`config.mk`:
```
export PLATFORM = sky130hd
export DESIGN_NAME = matrix_multiply
export DESIGN_NICKNAME = d
export VERILOG_FILES = /design/src/hw/rtl/mm_pkg.sv /design/src/hw/rtl/matrix_multiply.sv /design/src/hw/rtl/mm_ram.sv
export VERILOG_INCLUDE_DIRS = /design/src /design/src/hw/rtl
export SDC_FILE = /design/constraint.sdc
export NUM_CORES = 2
export LEC_CHECK = 0
export ABC_CLOCK_PERIOD_IN_PS = 12800
export BUFFER_PORTS_ARGS = -buffer_cell sky130_fd_sc_hd__buf_2
export CAP_MARGIN = 40
export CORE_UTILIZATION = 40
export DETAILED_ROUTE_END_ITERATION = 10
export PLACE_DENSITY = 0.64
export SYNTH_ARGS = -nofsm -noshare
export SYNTH_HDL_FRONTEND = slang
export SYNTH_SLANG_ARGS = --single-unit
```
`constraint.sdc`:
```
create_clock -name clk -period 12.8 [get_ports clk]
set_input_delay 2.56 -clock clk [delete_from_list [all_inputs] [get_ports clk]]
set_output_delay 2.56 -clock clk [all_outputs]
set_load 0.01 [all_outputs]
```
`src/hw/rtl/matrix_multiply_defines.svh`:
```
// Assertion macros for the matrix multiplier RTL.
// Included by modules that carry concurrent checks; no other dependencies.
`ifndef MATRIX_MULTIPLY_DEFINES_SVH
`define MATRIX_MULTIPLY_DEFINES_SVH

`ifndef SYNTHESIS
// Same-cycle implication, disabled during reset
`define MM_ASSERT_SAME(lbl, clk, rst, ante, cons) \
  lbl: assert property (@(posedge clk) disable iff (rst) (ante) |-> (cons)) \
    else $error("matrix_multiply check failed");
// Next-cycle implication, disabled during reset
`define MM_ASSERT_NEXT(lbl, clk, rst, ante, cons) \
  lbl: assert property (@(posedge clk) disable iff (rst) (ante) |=> (cons)) \
    else $error("matrix_multiply check failed");
`else
`define MM_ASSERT_SAME(lbl, clk, rst, ante, cons)
`define MM_ASSERT_NEXT(lbl, clk, rst, ante, cons)
`endif

`endif

```
`src/hw/rtl/mm_pkg.sv`:
```
// Shared types, constants and helpers for the matrix multiplier.
// No dependencies; imported by the top level.
package mm_pkg;

  localparam int MAX_DIM_DEF    = 8;
  localparam int ELEM_WIDTH_DEF = 16;

  // Field widths fixed by the stream format
  localparam int MODE_W    = 2;
  localparam int IDX_W     = 3;
  localparam int CFG_W     = 4;
  localparam int REG_IDX_W = 2;
  localparam int ACC_W     = 40;
  localparam int IN_HDR_W  = MODE_W + 2 * IDX_W;
  localparam int OUT_W     = ((ACC_W + 2 * IDX_W + 7) / 8) * 8;

  typedef enum logic [MODE_W-1:0] {
    MODE_WR_A    = 2'd0,
    MODE_WR_B    = 2'd1,
    MODE_COMPUTE = 2'd2,
    MODE_NONE    = 2'd3
  } mode_t;

  // Configuration register indexes
  localparam logic [REG_IDX_W-1:0] REG_ROWS_A    = 2'd0;
  localparam logic [REG_IDX_W-1:0] REG_INNER_DIM = 2'd1;
  localparam logic [REG_IDX_W-1:0] REG_COLS_B    = 2'd2;

  // Saturate a dimension register into 1..max_dim
  function automatic logic [CFG_W-1:0] clamp_dim(input logic [CFG_W-1:0] v,
                                                 input logic [CFG_W-1:0] max_dim);
    logic [CFG_W-1:0] r;
    r = v;
    if (v == '0) begin
      r = CFG_W'(1);
    end else if (v > max_dim) begin
      r = max_dim;
    end
    return r;
  endfunction

endpackage

```
`src/hw/rtl/matrix_multiply.sv`:
```
// Integer matrix multiplier C = A x B, top level.
// Depends on mm_pkg, mm_ram and matrix_multiply_defines.svh.
//
// Usage:
//   cfg channel (cfg_valid/cfg_ready, cfg_index, cfg_data) sets rows_a (0),
//   inner_dim (1) and cols_b (2); cfg_ready is always high, values saturate
//   into 1..MAX_DIM. Write configuration only while the block is idle.
//   s_* stream: each transfer is a write of one A element, a write of one B
//   element, or a compute command. Writes outside the configured shape are
//   dropped. Writes are accepted back to back while the block is idle.
//   A compute command produces rows_a*cols_b transfers on m_* in row-major
//   order, tlast on the final entry. Each entry runs the shared multiplier
//   inner_dim times against the two element RAMs, each product passing
//   through RAM read, product register and accumulate. s_tready is low
//   for the whole compute.
//   m_* is registered: a stalled receiver holds the current entry and the
//   sequencer waits before loading the next one. After the final entry is
//   loaded the block takes new input while that entry still waits.
//   Reset clears the sequencer and sets all dimensions to 1; element RAMs
//   are not cleared and must be written before they are used.
module matrix_multiply #(
  parameter int  MAX_DIM    = mm_pkg::MAX_DIM_DEF,
  parameter int  ELEM_WIDTH = mm_pkg::ELEM_WIDTH_DEF,
  localparam int IN_W       = ((mm_pkg::IN_HDR_W + ELEM_WIDTH + 7) / 8) * 8
) (
  input  logic                          clk,
  input  logic                          rst,
  // configuration write channel
  input  logic                          cfg_valid,
  output logic                          cfg_ready,
  input  logic [mm_pkg::REG_IDX_W-1:0]  cfg_index,
  input  logic [mm_pkg::CFG_W-1:0]      cfg_data,
  // input stream
  input  logic                          s_tvalid,
  output logic                          s_tready,
  input  logic [IN_W-1:0]               s_tdata,  // mode, row, col, element_value
  // result stream
  output logic                          m_tvalid,
  input  logic                          m_tready,
  output logic [mm_pkg::OUT_W-1:0]      m_tdata,  // product_value, out_row, out_col
  output logic                          m_tlast
);

  import mm_pkg::*;

  localparam int DEPTH = MAX_DIM * MAX_DIM;
  localparam int AW    = (DEPTH > 1) ? $clog2(DEPTH) : 1;
  localparam int PW    = 2 * ELEM_WIDTH;
  localparam logic [CFG_W-1:0] DIM_MAX = CFG_W'(MAX_DIM);

  typedef enum logic [2:0] {
    ST_IDLE  = 3'b001,
    ST_RUN   = 3'b010,
    ST_DRAIN = 3'b100
  } state_t;

  state_t state, state_next;

  logic [CFG_W-1:0] rows_a, inner_dim, cols_b;
  logic [CFG_W-1:0] dim_m, dim_k, dim_n;

  logic [IDX_W-1:0] r_idx, c_idx, k_idx;
  logic             rd_valid, prod_valid;
  logic signed [PW-1:0]    prod;
  logic signed [ACC_W-1:0] acc;

  logic                  s_fire, out_free, entry_done, last_entry, last_k;
  mode_t                 in_mode;
  logic [IDX_W-1:0]      in_row, in_col;
  logic [ELEM_WIDTH-1:0] in_elem;
  logic                  a_we, b_we;
  logic [AW-1:0]         wr_addr, a_raddr, b_raddr;
  logic [ELEM_WIDTH-1:0] a_rdata, b_rdata;

  assign cfg_ready = 1'b1;

  // Configuration registers
  always_ff @(posedge clk) begin
    if (rst) begin
      rows_a    <= CFG_W'(1);
      inner_dim <= CFG_W'(1);
      cols_b    <= CFG_W'(1);
    end else if (cfg_valid) begin
      case (cfg_index)
        REG_ROWS_A:    rows_a    <= cfg_data;
        REG_INNER_DIM: inner_dim <= cfg_data;
        REG_COLS_B:    cols_b    <= cfg_data;
        default:       ;
      endcase
    end
  end

  assign dim_m = clamp_dim(rows_a, DIM_MAX);
  assign dim_k = clamp_dim(inner_dim, DIM_MAX);
  assign dim_n = clamp_dim(cols_b, DIM_MAX);

  // Input decode
  assign s_tready = (state == ST_IDLE);
  assign s_fire   = s_tvalid && s_tready;
  assign in_mode  = mode_t'(s_tdata[MODE_W-1:0]);
  assign in_row   = s_tdata[MODE_W +: IDX_W];
  assign in_col   = s_tdata[MODE_W + IDX_W +: IDX_W];
  assign in_elem  = s_tdata[IN_HDR_W +: ELEM_WIDTH];

  // Element writes, dropped when outside the configured shape
  assign a_we = s_fire && (in_mode == MODE_WR_A) &&
                (CFG_W'(in_row) < dim_m) && (CFG_W'(in_col) < dim_k);
  assign b_we = s_fire && (in_mode == MODE_WR_B) &&
                (CFG_W'(in_row) < dim_k) && (CFG_W'(in_col) < dim_n);
  assign wr_addr = AW'(in_row * MAX_DIM + in_col);

  // Read addresses for the current inner step
  assign a_raddr = AW'(r_idx * MAX_DIM + k_idx);
  assign b_raddr = AW'(k_idx * MAX_DIM + c_idx);

  mm_ram #(.WIDTH(ELEM_WIDTH), .DEPTH(DEPTH)) u_ram_a (
    .clk   (clk),
    .we    (a_we),
    .waddr (wr_addr),
    .wdata (in_elem),
    .re    (state == ST_RUN),
    .raddr (a_raddr),
    .rdata (a_rdata)
  );

  mm_ram #(.WIDTH(ELEM_WIDTH), .DEPTH(DEPTH)) u_ram_b (
    .clk   (clk),
    .we    (b_we),
    .waddr (wr_addr),
    .wdata (in_elem),
    .re    (state == ST_RUN),
    .raddr (b_raddr),
    .rdata (b_rdata)
  );

  // Sequencer conditions
  assign last_k     = (CFG_W'(k_idx) == dim_k - CFG_W'(1));
  assign last_entry = (CFG_W'(r_idx) == dim_m - CFG_W'(1)) &&
                      (CFG_W'(c_idx) == dim_n - CFG_W'(1));
  assign out_free   = !m_tvalid || m_tready;
  assign entry_done = (state == ST_DRAIN) && !rd_valid && !prod_valid && out_free;

  always_comb begin
    state_next = state;
    case (state)
      ST_IDLE: begin
        if (s_fire && in_mode == MODE_COMPUTE) begin
          state_next = ST_RUN;
        end
      end
      ST_RUN: begin
        if (last_k) begin
          state_next = ST_DRAIN;
        end
      end
      ST_DRAIN: begin
        if (entry_done) begin
          state_next = last_entry ? ST_IDLE : ST_RUN;
        end
      end
      default: state_next = ST_IDLE;
    endcase
  end

  // State, indexes and pipeline valids
  always_ff @(posedge clk) begin
    if (rst) begin
      state      <= ST_IDLE;
      r_idx      <= '0;
      c_idx      <= '0;
      k_idx      <= '0;
      rd_valid   <= 1'b0;
      prod_valid <= 1'b0;
    end else begin
      state      <= state_next;
      rd_valid   <= (state == ST_RUN);
      prod_valid <= rd_valid;
      case (state)
        ST_IDLE: begin
          r_idx <= '0;
          c_idx <= '0;
          k_idx <= '0;
        end
        ST_RUN: begin
          if (!last_k) begin
            k_idx <= k_idx + IDX_W'(1);
          end
        end
        ST_DRAIN: begin
          // advance to the next entry in row-major order
          if (entry_done) begin
            k_idx <= '0;
            if (CFG_W'(c_idx) == dim_n - CFG_W'(1)) begin
              c_idx <= '0;
              r_idx <= r_idx + IDX_W'(1);
            end else begin
              c_idx <= c_idx + IDX_W'(1);
            end
          end
        end
        default: ;
      endcase
    end
  end

  // Shared multiplier and accumulator
  always_ff @(posedge clk) begin
    prod <= $signed(a_rdata) * $signed(b_rdata);
    if (state != ST_RUN && state_next == ST_RUN) begin
      acc <= '0;
    end else if (prod_valid) begin
      acc <= acc + ACC_W'(prod);
    end
  end

  // Output register
  always_ff @(posedge clk) begin
    if (rst) begin
      m_tvalid <= 1'b0;
    end else if (entry_done) begin
      m_tvalid <= 1'b1;
    end else if (m_tready) begin
      m_tvalid <= 1'b0;
    end
  end

  always_ff @(posedge clk) begin
    if (entry_done) begin
      m_tdata <= OUT_W'({c_idx, r_idx, acc});
      m_tlast <= last_entry;
    end
  end

  `include "matrix_multiply_defines.svh"

  `MM_ASSERT_SAME(a_ready_pipe_empty, clk, rst, s_tready, !rd_valid && !prod_valid)
  `MM_ASSERT_SAME(a_write_only_idle, clk, rst, a_we || b_we, state == ST_IDLE)
  `MM_ASSERT_NEXT(a_read_to_product, clk, rst, rd_valid, prod_valid)
  `MM_ASSERT_NEXT(a_last_returns_idle, clk, rst, entry_done && last_entry, state == ST_IDLE && m_tvalid && m_tlast)
  `MM_ASSERT_SAME(a_load_when_free, clk, rst, entry_done, !m_tvalid || m_tready)

endmodule

```
`src/hw/rtl/mm_ram.sv`:
```
// Generic single-write, single-read RAM with registered read data.
// No dependencies; used for the element stores of the matrix multiplier.
module mm_ram #(
  parameter int  WIDTH = 16,
  parameter int  DEPTH = 64,
  localparam int AW    = (DEPTH > 1) ? $clog2(DEPTH) : 1
) (
  input  logic             clk,
  input  logic             we,
  input  logic [AW-1:0]    waddr,
  input  logic [WIDTH-1:0] wdata,
  input  logic             re,
  input  logic [AW-1:0]    raddr,
  output logic [WIDTH-1:0] rdata
);

  logic [WIDTH-1:0] mem [DEPTH];

  // Write port
  always_ff @(posedge clk) begin
    if (we) begin
      mem[waddr] <= wdata;
    end
  end

  // Registered read port
  always_ff @(posedge clk) begin
    if (re) begin
      rdata <= mem[raddr];
    end
  end

endmodule
```
==> qor.yml <==
run_status:
  status: "finished, final reports clean"
setup_path:
  arrival_ns: 7.50
  cp_max_fo: 16
  start_kind: "flop"
  setup.worst_path.start: "u_ram_a.rdata[15]"
  worstPathRequired_ns: 13.56
  worst_path_max_delay_cell: "fa_1"
  endpoint_kind: "flop"
  crit_top_cell: "fa_1"
  r2r-start: "u_ram_a.rdata[15]"
  cp_cell_sequence: "nand2_1 -> inv_1 -> fa_1 -> fa_1 -> fa_1 -> fa_1 -> fa_1 -> inv_1 -> fa_1 -> inv_1 -> ha_1 -> nand2_1 -> or3_1 -> nor4_1 -> o21ai_0 -> a211o_1 -> and3_1 -> a311oi_1"
  criticalPathCategory: "reg2reg"
  slowest_delay_ns: 0.83
place:
  gp_congestion: 0.8376
  dp_hpwl_um: 141300
  portBuffers: 83
yosys:
  seq_area_frac_synth: 0.6845
  synth_area_leaders: "edfxtp_1 (66%), mux4_2 (16%), fa_1 (5.5%)"
  synth.avg_cell_area_um2: 19.51
  yosysTopAreaCell: "edfxtp_1"
  postSynthCellCount: 4932
  ys_warn_count: 0
  synthDistinctLibCells: 74
  ys_ff_latch: 2226
  yosysMostFrequentCell: "edfxtp_1"
  synth_top_area_share: 0.6639
  synth_ff_type: "edfxtp_1"
  synth_edf_count: 2127
  syn-cell-area_um2: 96210
  synthTopCellsByCount: "edfxtp_1 (2127), mux4_2 (672), inv_1 (340), fa_1 (263), nor2_1 (221)"
  synthArstFlopShare: 0
clock_tree:
  cts_buffers: 220
  clkTransAtPathRegs_ns: 0.06
  post_cts.repair.setup_buffers: 0
  cts-root-buf: "clkbuf_16"
  post_cts_resized: 0
  cts.htree.levels: 4
  cts.path.max_buffers: 3
  insertion_delay_ns: 0.89
  tritoncts: "done"
  holdBufCountCts: 0
  cts.sinks: 2226
sta:
  finalHoldViolCount: 0
  finalCriticalPeriod_ns: 6.740
  relSlewSlack: 0.2573
  setup_viol: 0
  finalSetupTns_ns: 0
  timing.final.crit_share: 0.5266
  tightest_slew_ns: 1.114
  max_freq_mhz: 148.4
  rsz0062_at_grt: "false"
  finClkSkew_ns: 0.09238
  maxSlewViolCount: 0
grt:
  grt_max_degree: 141
  grt_antenna_before_repair: 27
  track_usage: 0.1890
  grt_pass1_vias: 48650
  grt_pass1_wl_um: 335100
  overflow: 0
floorplan:
  die_y_um: 492.4
  ios: 87
  start_util: 0.4034
  dieArea_um2: 242500
  core_um2: 238500
  fp-row-count: 179
  die_w_um: 492.4
worst_hold_path:
  worstHoldStart: "acc[39]"
  min_path_type: "reg2reg"
detailed_routing:
  wl_um: 229400
  drcViolationCount: 0
  vias: 47780
  drtPass1Iterations: 5
  routedWlPerCell_um: 26.74
  viasPerCell: 5.570
  drtAntennaViolNets: 0
  drt_iter0_drc: 5007
power_and_ir_drop:
  powerDensity_nw_per_um2: 136.2
  p_leak_nw: 35.57
  power.total_mw: 14.82
  vdd_drop_max_uv: 153.9
job:
  maxCapViolations: 0
cells_and_area:
  fill_cells: 19880
  fin_nets: 5645
  drive_gt1_frac: 0.2465
  syn2layout_area_growth_pct: 13.15
## final cells by class
class                   instances  area [um^2]  share of cell area
repair buffers                281         2365             0.02172
inverters                     341         1280             0.01176
well taps                    3167         3963             0.03640
diodes                          6        15.01           0.0001379
clock buffers                 287         5827             0.05352
flip-flops and latches       2226        65880              0.6052
clock inverters               127         1331             0.01223
multi-input cells            2142        28200              0.2591
## placed cells by master (no fill, tap or decap), types with 9 or more instances in the layout
master / Yosys / routed
mux4_2: 672 / 672
nor2_2: 0 / 24
buf_16: 0 / 15
clkbuf_1: 141 / 60
o21ai_0: 55 / 55
nand2b_1: 25 / 25
a211oi_1: 18 / 18
nand3_1: 20 / 20
dfxtp_1: 99 / 91
nor3_1: 26 / 26
mux2i_1: 24 / 24
xnor2_1: 40 / 40
fa_1: 263 / 263
and2_1: 127 / 127
a31oi_1: 10 / 10
bufinv_16: 0 / 16
edfxtp_1: 2127 / 2127
buf_4: 3 / 186
clkinv_1: 0 / 44
xor2_1: 23 / 23
a21oi_1: 74 / 74
clkbuf_16: 0 / 220
a21o_1: 32 / 32
nand3b_1: 12 / 12
ha_1: 135 / 135
inv_1: 340 / 339
nor2_1: 221 / 196
nand2_1: 196 / 196
clkinv_16: 0 / 9
and3_1: 10 / 10
buf_2: 57 / 67
clkinv_2: 0 / 38
nand4_1: 10 / 10
## routing by layer
layer  global-route usage  routed length (um)
met5                    0                 126
met4              0.04771                5053
met3              0.02844               15590
met2               0.3067              110900
met1               0.2683               97670
## critical path: cells and delay by family, from the launching register on
kind	cells	cell delay, ns
fa+ha+maj	7	3.81
compound gates	3	0.85
simple gates	5	1.17
buf+inv	3	0.20
flops	1	0.60
## power breakdown
group          switching, mW  total, mW  internal (mW)
Clock                   2.78       6.34           3.56
Combinational          0.323      0.473          0.150
Sequential            0.0192       8.01           7.99
Total                   3.12       14.8           11.7
## registers in the layout, indices dropped and copies added (netlist names), 16 cells and up
signal / flops
u_ram_a.rdata: 16
u_ram_b.mem: 1024
acc: 40
u_ram_b.rdata: 16
m_tdata: 46
u_ram_a.mem: 1024
prod: 32
## final timing paths
| kind | endpoint | slack (ns) | depth (start not counted) |
|---|---|---|---|
| worst min-delay path | m_tdata[39] | 0.46 | 0 |
| worst min register to register | m_tdata[39] | 0.46 | 0 |
| worst max register to register | prod[31] | 6.06 | 18 |
| worst max-delay path | prod[31] | 6.06 | 18 |
## cells by family after synthesis
group	after synthesis	synth area share
flip-flops	2226	0.6845
other	2	0.00007806
XOR/XNOR	63	0.005735
multiplexers	696	0.1598
adder cells (fa/ha/maj)	398	0.07228
buffers and inverters	565	0.02314
AND/OR/NAND/NOR	693	0.03419
AO/OA/AOI/OAI	289	0.02029
## through the flow
| step | area, um^2 | hold WS [ns] | utilization | cells | setup slack [ns] |
|---|---|---|---|---|---|
| 6_report | 108900 | 0.4642 | 0.4564 | 8577 | 6.060 |
| 5_1_grt | 108900 | 0.4854 | 0.4564 | 8573 | 5.605 |
| 4_1_cts | 108800 | 0.4650 | 0.4562 | 8570 | 6.024 |
| 3_5_place_dp | 101700 | 0.4509 | 0.4262 | 8156 | 6.039 |
| 3_3_place_gp | 101100 | 0.4453 | 0.4238 | 8129 | 6.060 |
| 2_1_floorplan | 96210 | 0.4029 | - | 4933 | 6.657 |
Note: power is estimated with default switching activity, not from simulation.
